$ cat src/rtl/core/dfar_pkg.sv
// Package for the fixed-answer DNS responder: command item format, parser
// limits, register indexes and reply constants. No dependencies.
`timescale 1ns / 1ps
`default_nettype none
package dfar_pkg;

    localparam int REPLY_BYTES_DEF = 64;
    localparam int CMDQ_DEPTH      = 4;

    localparam logic [31:0] ADDR_RESET = 32'hC0A8_0401;
    localparam logic [31:0] TTL_RESET  = 32'd60;

    localparam int HDR_LAST_IDX = 11;
    localparam int NAME_START   = 12;
    localparam int NEED_TERM    = 21;
    localparam int NEED_NAME    = 22;
    localparam int TAIL_LAST    = 3;

    localparam int HDR_FINAL      = 11;
    localparam int HDR_DROP_FINAL = 12;
    localparam int ANS_FINAL      = 16;

    localparam logic [7:0] FLAGS_HI   = 8'h81;
    localparam logic [7:0] FLAGS_LO   = 8'h80;
    localparam logic [7:0] PTR_HI     = 8'hC0;
    localparam logic [7:0] PTR_LO     = 8'h0C;
    localparam logic [7:0] RDLEN_LO   = 8'h04;

    typedef enum logic [0:0] {
        REG_ANSWER_ADDRESS = 1'b0,
        REG_ANSWER_TTL     = 1'b1
    } reg_idx_t;

    typedef enum logic [1:0] {
        CMD_HEADER = 2'd0,
        CMD_BYTE   = 2'd1,
        CMD_DROP   = 2'd2,
        CMD_ANSWER = 2'd3
    } cmd_kind_t;

    // data: query ID for a header, reply byte in [7:0] otherwise
    // drop_after: header is followed by a drop marker
    typedef struct packed {
        cmd_kind_t   kind;
        logic [15:0] data;
        logic        drop_after;
    } cmd_t;

endpackage
`default_nettype wire

$ cat src/rtl/core/dfar_front.sv
// Front end: parses query bytes and issues reply commands to the queue.
// Depends on dfar_pkg.
`timescale 1ns / 1ps
`default_nettype none
module dfar_front #(
    parameter int REPLY_BYTES = dfar_pkg::REPLY_BYTES_DEF
) (
    input  wire logic         aclk,
    input  wire logic         aresetn,
    input  wire logic         in_valid,
    output logic              in_ready,
    input  wire logic [7:0]   in_byte,
    input  wire logic         in_last,
    input  wire logic         q_full,
    output logic              cmd_push,
    output dfar_pkg::cmd_t    cmd
);
    import dfar_pkg::*;

    localparam int CNT_W = $clog2(REPLY_BYTES + 1);

    typedef enum logic [3:0] {
        PH_HEADER = 4'b0001,
        PH_NAME   = 4'b0010,
        PH_TAIL   = 4'b0100,
        PH_SKIP   = 4'b1000
    } phase_t;

    phase_t             phase_reg, phase_next;
    logic [CNT_W-1:0]   cnt_reg, cnt_next;
    logic [15:0]        id_reg, id_next;
    logic [2:0]         tail_reg, tail_next;
    logic               accept;
    logic [CNT_W:0]     need_sum;
    logic               overrun;

    assign in_ready = !q_full;
    assign accept   = in_valid && in_ready;

    always_comb begin
        need_sum = {1'b0, cnt_reg}
                 + ((in_byte == 8'd0) ? (CNT_W+1)'(NEED_TERM) : (CNT_W+1)'(NEED_NAME));
        overrun  = need_sum > (CNT_W+1)'(REPLY_BYTES);
    end

    always_comb begin
        phase_next = phase_reg;
        cnt_next   = cnt_reg;
        id_next    = id_reg;
        tail_next  = tail_reg;
        cmd_push   = 1'b0;
        cmd        = '{kind: CMD_BYTE, data: {8'd0, in_byte}, drop_after: 1'b0};
        if (accept) begin
            unique case (phase_reg)
                PH_HEADER: begin
                    if (cnt_reg == '0) begin
                        id_next = {in_byte, id_reg[7:0]};
                    end else if (cnt_reg == CNT_W'(1)) begin
                        id_next = {id_reg[15:8], in_byte};
                    end
                    if (cnt_reg >= CNT_W'(HDR_LAST_IDX)) begin
                        cmd_push = 1'b1;
                        cmd      = '{kind: CMD_HEADER, data: id_next, drop_after: in_last};
                        if (in_last) begin
                            cnt_next = '0;
                        end else begin
                            phase_next = PH_NAME;
                            cnt_next   = CNT_W'(NAME_START);
                        end
                    end else if (in_last) begin
                        cnt_next = '0;
                    end else begin
                        cnt_next = cnt_reg + CNT_W'(1);
                    end
                end
                PH_NAME: begin
                    cmd_push = 1'b1;
                    if (in_last || overrun) begin
                        cmd.kind = CMD_DROP;
                        cmd.data = '0;
                        if (in_last) begin
                            phase_next = PH_HEADER;
                            cnt_next   = '0;
                            tail_next  = '0;
                        end else begin
                            phase_next = PH_SKIP;
                        end
                    end else begin
                        cnt_next = cnt_reg + CNT_W'(1);
                        if (in_byte == 8'd0) begin
                            phase_next = PH_TAIL;
                            tail_next  = '0;
                        end
                    end
                end
                PH_TAIL: begin
                    cmd_push = 1'b1;
                    if (in_last && tail_reg < 3'(TAIL_LAST)) begin
                        cmd.kind   = CMD_DROP;
                        cmd.data   = '0;
                        phase_next = PH_HEADER;
                        cnt_next   = '0;
                        tail_next  = '0;
                    end else if (tail_reg == 3'(TAIL_LAST)) begin
                        cmd.kind  = CMD_ANSWER;
                        cnt_next  = '0;
                        tail_next = '0;
                        phase_next = in_last ? PH_HEADER : PH_SKIP;
                    end else begin
                        tail_next = tail_reg + 3'd1;
                        cnt_next  = cnt_reg + CNT_W'(1);
                    end
                end
                PH_SKIP: begin
                    if (in_last) begin
                        phase_next = PH_HEADER;
                        cnt_next   = '0;
                        tail_next  = '0;
                    end
                end
                default: begin
                    phase_next = PH_HEADER;
                    cnt_next   = '0;
                    tail_next  = '0;
                end
            endcase
        end
    end

    always_ff @(posedge aclk) begin
        if (!aresetn) begin
            phase_reg <= PH_HEADER;
            cnt_reg   <= '0;
            id_reg    <= '0;
            tail_reg  <= '0;
        end else begin
            phase_reg <= phase_next;
            cnt_reg   <= cnt_next;
            id_reg    <= id_next;
            tail_reg  <= tail_next;
        end
    end

endmodule
`default_nettype wire

$ cat src/rtl/core/dfar_cmdq.sv
// Command queue between front and back end: small register FIFO.
// Depends on dfar_pkg.
`timescale 1ns / 1ps
`default_nettype none
module dfar_cmdq (
    input  wire logic           aclk,
    input  wire logic           aresetn,
    input  wire logic           push,
    input  wire dfar_pkg::cmd_t push_data,
    output logic                full,
    input  wire logic           pop,
    output logic                q_valid,
    output dfar_pkg::cmd_t      q_data
);
    import dfar_pkg::*;

    localparam int PTR_W = $clog2(CMDQ_DEPTH);
    localparam int CNT_W = $clog2(CMDQ_DEPTH + 1);

    cmd_t               mem_reg [CMDQ_DEPTH];
    logic [PTR_W-1:0]   wr_ptr_reg, rd_ptr_reg;
    logic [CNT_W-1:0]   count_reg, count_next;
    logic               do_push, do_pop;

    assign full    = count_reg == CNT_W'(CMDQ_DEPTH);
    assign q_valid = count_reg != '0;
    assign q_data  = mem_reg[rd_ptr_reg];
    assign do_push = push && !full;
    assign do_pop  = pop && q_valid;

    always_comb begin
        count_next = count_reg;
        if (do_push && !do_pop) begin
            count_next = count_reg + CNT_W'(1);
        end else if (do_pop && !do_push) begin
            count_next = count_reg - CNT_W'(1);
        end
    end

    always_ff @(posedge aclk) begin
        if (do_push) begin
            mem_reg[wr_ptr_reg] <= push_data;
        end
    end

    always_ff @(posedge aclk) begin
        if (!aresetn) begin
            wr_ptr_reg <= '0;
            rd_ptr_reg <= '0;
            count_reg  <= '0;
        end else begin
            count_reg <= count_next;
            if (do_push) begin
                wr_ptr_reg <= wr_ptr_reg + PTR_W'(1);
            end
            if (do_pop) begin
                rd_ptr_reg <= rd_ptr_reg + PTR_W'(1);
            end
        end
    end

endmodule
`default_nettype wire

$ cat src/rtl/core/dfar_back.sv
// Back end: expands reply commands into reply items through an output register,
// one per cycle while the receiver is ready. Depends on dfar_pkg.
`timescale 1ns / 1ps
`default_nettype none
module dfar_back (
    input  wire logic           aclk,
    input  wire logic           aresetn,
    input  wire logic           q_valid,
    input  wire dfar_pkg::cmd_t q_data,
    output logic                pop,
    input  wire logic [31:0]    answer_address,
    input  wire logic [31:0]    answer_ttl,
    output logic                out_valid,
    input  wire logic           out_ready,
    output logic [7:0]          out_byte,
    output logic                out_last,
    output logic                out_drop
);
    import dfar_pkg::*;

    cmd_t         cur_reg, cur_next;
    logic         active_reg, active_next;
    logic [4:0]   idx_reg, idx_next;
    logic         valid_reg, valid_next;
    logic [7:0]   byte_reg, byte_next;
    logic         last_reg, last_next;
    logic         drop_reg, drop_next;
    logic         advance;
    logic [4:0]   final_idx;
    logic [7:0]   gen_byte;
    logic         gen_last, gen_drop;

    assign advance   = !valid_reg || out_ready;
    assign out_valid = valid_reg;
    assign out_byte  = byte_reg;
    assign out_last  = last_reg;
    assign out_drop  = drop_reg;

    always_comb begin
        gen_byte  = 8'd0;
        gen_last  = 1'b0;
        gen_drop  = 1'b0;
        final_idx = 5'd0;
        case (cur_reg.kind)
            CMD_HEADER: begin
                final_idx = cur_reg.drop_after ? 5'(HDR_DROP_FINAL) : 5'(HDR_FINAL);
                case (idx_reg)
                    5'd0:    gen_byte = cur_reg.data[15:8];
                    5'd1:    gen_byte = cur_reg.data[7:0];
                    5'd2:    gen_byte = FLAGS_HI;
                    5'd3:    gen_byte = FLAGS_LO;
                    5'd5:    gen_byte = 8'd1;
                    5'd7:    gen_byte = 8'd1;
                    5'd12: begin
                        gen_last = 1'b1;
                        gen_drop = 1'b1;
                    end
                    default: gen_byte = 8'd0;
                endcase
            end
            CMD_BYTE: begin
                gen_byte = cur_reg.data[7:0];
            end
            CMD_DROP: begin
                gen_last = 1'b1;
                gen_drop = 1'b1;
            end
            CMD_ANSWER: begin
                final_idx = 5'(ANS_FINAL);
                case (idx_reg)
                    5'd0:    gen_byte = cur_reg.data[7:0];
                    5'd1:    gen_byte = PTR_HI;
                    5'd2:    gen_byte = PTR_LO;
                    5'd4:    gen_byte = 8'd1;
                    5'd6:    gen_byte = 8'd1;
                    5'd7:    gen_byte = answer_ttl[31:24];
                    5'd8:    gen_byte = answer_ttl[23:16];
                    5'd9:    gen_byte = answer_ttl[15:8];
                    5'd10:   gen_byte = answer_ttl[7:0];
                    5'd12:   gen_byte = RDLEN_LO;
                    5'd13:   gen_byte = answer_address[31:24];
                    5'd14:   gen_byte = answer_address[23:16];
                    5'd15:   gen_byte = answer_address[15:8];
                    5'd16: begin
                        gen_byte = answer_address[7:0];
                        gen_last = 1'b1;
                    end
                    default: gen_byte = 8'd0;
                endcase
            end
            default: gen_byte = 8'd0;
        endcase
    end

    always_comb begin
        cur_next    = cur_reg;
        active_next = active_reg;
        idx_next    = idx_reg;
        valid_next  = valid_reg;
        byte_next   = byte_reg;
        last_next   = last_reg;
        drop_next   = drop_reg;
        pop         = 1'b0;
        if (advance) begin
            valid_next = active_reg;
            if (active_reg) begin
                byte_next = gen_byte;
                last_next = gen_last;
                drop_next = gen_drop;
            end
        end
        if (!active_reg || (advance && idx_reg == final_idx)) begin
            pop         = q_valid;
            active_next = q_valid;
            idx_next    = '0;
            if (q_valid) begin
                cur_next = q_data;
            end
        end else if (advance) begin
            idx_next = idx_reg + 5'd1;
        end
    end

    always_ff @(posedge aclk) begin
        cur_reg  <= cur_next;
        byte_reg <= byte_next;
        last_reg <= last_next;
        drop_reg <= drop_next;
    end

    always_ff @(posedge aclk) begin
        if (!aresetn) begin
            active_reg <= 1'b0;
            idx_reg    <= '0;
            valid_reg  <= 1'b0;
        end else begin
            active_reg <= active_next;
            idx_reg    <= idx_next;
            valid_reg  <= valid_next;
        end
    end

endmodule
`default_nettype wire

$ cat src/rtl/core/dns_fixed_answer_responder.sv
// Fixed-answer DNS responder: one query byte per cycle in, one reply item
// per cycle out while m_tready is high. A reply item passes the command queue,
// the back-end command register and the output register. Header (12-13 items)
// and answer (17 items) bursts drain at one item a cycle from the queue.
// Input stalls only while the command queue is full. aresetn is synchronous:
// it clears parser, queue and output state and loads the register defaults.
`timescale 1ns / 1ps
`default_nettype none
module dns_fixed_answer_responder #(
    parameter int REPLY_BYTES = dfar_pkg::REPLY_BYTES_DEF
) (
    input  wire logic         aclk,
    input  wire logic         aresetn,
    input  wire logic         s_tvalid,
    output logic              s_tready,
    input  wire logic [7:0]   s_tdata,   // [7:0] query_byte
    input  wire logic         s_tlast,   // query_last
    output logic              m_tvalid,
    input  wire logic         m_tready,
    output logic [7:0]        m_tdata,   // [7:0] reply_byte
    output logic              m_tlast,   // reply_last
    output logic              m_tuser,   // [0] reply_drop
    input  wire logic         cfg_valid,
    output logic              cfg_ready,
    input  wire logic [0:0]   cfg_index,
    input  wire logic [31:0]  cfg_data
);
    import dfar_pkg::*;

    cmd_t         push_cmd, q_cmd;
    logic         push, q_full, q_valid, pop;
    logic [31:0]  addr_reg, ttl_reg;

    assign cfg_ready = 1'b1;

    always_ff @(posedge aclk) begin
        if (!aresetn) begin
            addr_reg <= ADDR_RESET;
            ttl_reg  <= TTL_RESET;
        end else if (cfg_valid && cfg_ready) begin
            case (cfg_index)
                REG_ANSWER_ADDRESS: addr_reg <= cfg_data;
                REG_ANSWER_TTL:     ttl_reg  <= cfg_data;
                default:            addr_reg <= addr_reg;
            endcase
        end
    end

    dfar_front #(
        .REPLY_BYTES (REPLY_BYTES)
    ) u_front (
        .aclk     (aclk),
        .aresetn  (aresetn),
        .in_valid (s_tvalid),
        .in_ready (s_tready),
        .in_byte  (s_tdata),
        .in_last  (s_tlast),
        .q_full   (q_full),
        .cmd_push (push),
        .cmd      (push_cmd)
    );

    dfar_cmdq u_cmdq (
        .aclk      (aclk),
        .aresetn   (aresetn),
        .push      (push),
        .push_data (push_cmd),
        .full      (q_full),
        .pop       (pop),
        .q_valid   (q_valid),
        .q_data    (q_cmd)
    );

    dfar_back u_back (
        .aclk           (aclk),
        .aresetn        (aresetn),
        .q_valid        (q_valid),
        .q_data         (q_cmd),
        .pop            (pop),
        .answer_address (addr_reg),
        .answer_ttl     (ttl_reg),
        .out_valid      (m_tvalid),
        .out_ready      (m_tready),
        .out_byte       (m_tdata),
        .out_last       (m_tlast),
        .out_drop       (m_tuser)
    );

endmodule
`default_nettype wire

$ cat config.mk
export PLATFORM = sky130hd
export DESIGN_NAME = dns_fixed_answer_responder
export DESIGN_NICKNAME = d
export VERILOG_FILES = /design/src/rtl/core/dfar_pkg.sv /design/src/rtl/core/dfar_front.sv /design/src/rtl/core/dfar_cmdq.sv /design/src/rtl/core/dfar_back.sv /design/src/rtl/core/dns_fixed_answer_responder.sv
export SDC_FILE = /design/constraint.sdc
export NUM_CORES = 1
export LEC_CHECK = 0
export ABC_AREA = 1
export BUFFER_PORTS_ARGS = -buffer_cell sky130_fd_sc_hd__buf_2
export CAP_MARGIN = 25
export CORE_ASPECT_RATIO = 0.6
export CORE_MARGIN = 1
export CORE_UTILIZATION = 35
export CTS_CLUSTER_DIAMETER = 120
export CTS_CLUSTER_SIZE = 30
export DETAILED_ROUTE_END_ITERATION = 7
export GPL_TIMING_DRIVEN = 1
export PLACE_DENSITY = 0.62
export SYNTH_ARGS = -nofsm -noshare
export SYNTH_HDL_FRONTEND = slang
export SYNTH_SLANG_ARGS = --single-unit
$ cat constraint.sdc
create_clock -name aclk -period 3.6 [get_ports aclk]
set_clock_uncertainty 0.1 [all_clocks]
set_input_delay 0.54 -clock aclk [delete_from_list [all_inputs] [get_ports aclk]]
set_output_delay 0.54 -clock aclk [all_outputs]
set_load 0.005 [all_outputs]
==> run summary <==
Setup crit end kind - register
Max-cap violations - 0
Ys async rst share - 0%
Register area share after synthesis - 53.6%
Hold Vio Cnt, Final - 0
Remaining Overflow, GRT - 0
Slew headroom - 33.7%
Highest-count cells in the layout ignoring fill and taps - nand2_1 (183), nor2_1 (179), o21ai_0 (128), dfxtp_1 (108), edfxtp_1 (105)
Worst VDD drop - 0.338 mV
Critical Path End - u_cmdq.count_reg[2]
Yosys warns - 0
Final wirelength - 24800 µm
Startpoint types - register
Max reg flops - 76
Clock latency on the worst-skew pair - 480 ps
Vias in the first global route - 7279
CP required - 3870 ps
Via count - 7952
Fin crit share - 85.7%
Min Tclk post-route - 3080 ps
Post-CTS setup buffer count - 0
Crit-path max FO - 8
CP max-delay cell - edfxtp_1
Fin nets - 1262
Max clock buf depth - 3
Initial antenna violation count - 1
TritonCTS Sinks - 213
Die span in x - 219 µm
First-pass DRT Iterations - 5
Gate Count Post-Synth - 1158
Syn nets - 1229
Number of synthesized flops with an enable pin - 105
Crit path cell chain - inv_1 -> ha_1 -> inv_2 -> nor2_1 -> nand2_1 -> nand3_1 -> o21ai_1 -> nand3_1 -> nand2_1 -> nand2_1 -> ha_1 -> inv_1 -> fa_1 -> a21oi_1 -> o21ai_0 -> o21ai_0 -> a21oi_1
Synth-to-layout area growth - 10.1%
PortBufs - 58
DRC - 0
R2R depth - 17
Layout cell share with drive strength beyond 1 - 11.1%
R2R setup slack - 520 ps
Via density - 5.09
Row Count - 47
All-layer global routing usage - 17.1%
Clock slew at reported path FFs - 120 ps
Die height - 132 µm
Fmax - 324 MHz
Crit path launch - u_back.cur_reg[18]
ANT nets after route - 0
DR iter-0 viols - 789
I/O pin cnt - 60
Crit path arrival time - 3360 ps
Worst path max stage delay - 460 ps
WL per Instance - 15.9 µm
Most common library cell in the layout ignoring fill and taps - nand2_1
Pleak - 0.00437 µW
Initial Utilization - 35.8%
CTS tree - yes
Worst Hold Class - in2reg
Syn Std Cell Area - 9910 µm²
Final Power - 6150 µW
H-tree Lvls - 1
Outcome - finished, final reports clean
Core Footprint - 27700 µm²
Register bit total from synthesis - 213
Final Slew Violations - 0
P per Cell Area - 563 nW/µm²
Synth cell types - 46
Inserted Clock Buffers - 11
Critical R2R Capture - u_cmdq.count_reg[2]
Die area - 29000 µm²
Routability cong. - 0.847
Hold buffers post-CTS - 0
Antenna cells - 0
RSZ-0062 raised after global routing - false
Worst path most repeated cell - nand2_1
Largest net degree at the start of global routing - 46
CP Class - reg2reg
Post-DP HPWL - 17600 µm
Crit Reg-Reg Startpoint - u_back.cur_reg[18]
Syn Area/Cell - 8.56 µm²
Post-CTS sizing - 0
Setup TNS - 0 ps
Worst-Margin Slew - 994 ps
First-pass GRT wire length - 39800 µm
Top FF cell, synth - dfxtp_1
Root Driver - clkbuf_16
Setup violations, final - 0
-- critical path, delay by kind of cell (launching register included) --
kind                       cells  cell delay (ps)
DFF                            1              460
AOI/OAI and AO/OA              5              530
buffers and inverters          3              360
adders and majority gates      3              970
and+or+nand+nor                6              550
-- cells by family after synthesis --
kind of cell | Yosys count | synth area share [%]
flops | 213 | 53.6
other cells | 1 | 0.0378
buf+inv | 167 | 6.62
xor+xnor | 7 | 0.619
fa+ha+maj | 24 | 3.18
simple gates | 479 | 20.8
compound gates | 267 | 15.1
-- cells in the mapped netlist, types with 2 or more instances --
cell type,instances,area [µm²]
nand2_1,183,687
nor2_1,179,672
o21ai_0,128,641
dfxtp_1,108,2160
edfxtp_1,105,3150
inv_1,92,345
nand3_1,76,380
a21oi_1,62,310
clkbuf_1,38,143
ha_1,22,275
o22ai_1,21,131
o21ai_1,19,95.1
inv_2,16,60.1
buf_2,11,55.1
nor2_2,9,56.3
nand4_1,8,50.1
nor3_1,8,40.0
o32ai_1,8,70.1
a31oi_1,6,37.5
xor2_1,6,52.6
buf_1,4,15.0
buf_4,4,30.0
nand3_2,4,40.0
o2111ai_1,4,35.0
o31ai_1,4,30.0
nand2_2,3,18.8
nand4_2,3,37.5
a211oi_1,2,15.0
a22o_1,2,17.5
clkinv_1,2,7.51
fa_1,2,40.0
nor3_4,2,32.5
o21ai_4,2,32.5
o21bai_1,2,15.0
o221ai_1,2,17.5
-- how the worst min path moves through the flow --
stage	from	to	slack, ps	cells past startpoint
floorplan	addr_reg[2]	addr_reg[2]	320	2
finish	cfg_data[19]	addr_reg[19]	170	3
global placement	ttl_reg[12]	ttl_reg[12]	340	2
CTS	cfg_data[3]	ttl_reg[3]	150	3
detailed placement	ttl_reg[12]	ttl_reg[12]	340	2
global route	cfg_data[2]	ttl_reg[2]	170	3
-- report_power, final --
group	switching, µW	total [µW]	leakage, µW	internal (µW)
logic	1110	1650	0.00227	541
registers	169	3100	0.00195	2940
clock network	795	1390	0.000153	594
total	2070	6150	0.00437	4070
-- per-layer routing --
layer	part of all wire, %	track usage, %	wire, µm	up-vias
met5	0	0	0	-
met4	1.0	2.51	255	0
met3	5.5	2.05	1380	19
met2	43	24.8	10600	194
met1	51	27.4	12600	3773
li1	-	-	-	3966
-- through the flow --
stage	utilization, %	worst slack (ps)	instances	hold slack [ps]	area [µm²]
5_1_grt	39.4	225	1562	174	10900
3_5_place_dp	38.2	238	1544	344	10600
6_report	39.4	516	1562	165	10900
4_1_cts	39.3	535	1561	155	10900
3_3_place_gp	38.1	305	1543	338	10500
2_1_floorplan	-	880	1158	325	9910
-- layout make-up --
cell class                      count  area, µm²
Inverter                          110        413
Clock buffer                       16        294
Tap cell                          367        459
Multi-Input combinational cell    778       3940
Fill cell                        2747      16800
Sequential cell                   213       5320
Clock inverter                      1       30.0
Timing Repair Buffer               77        459
(Power assumes the default switching activity.)
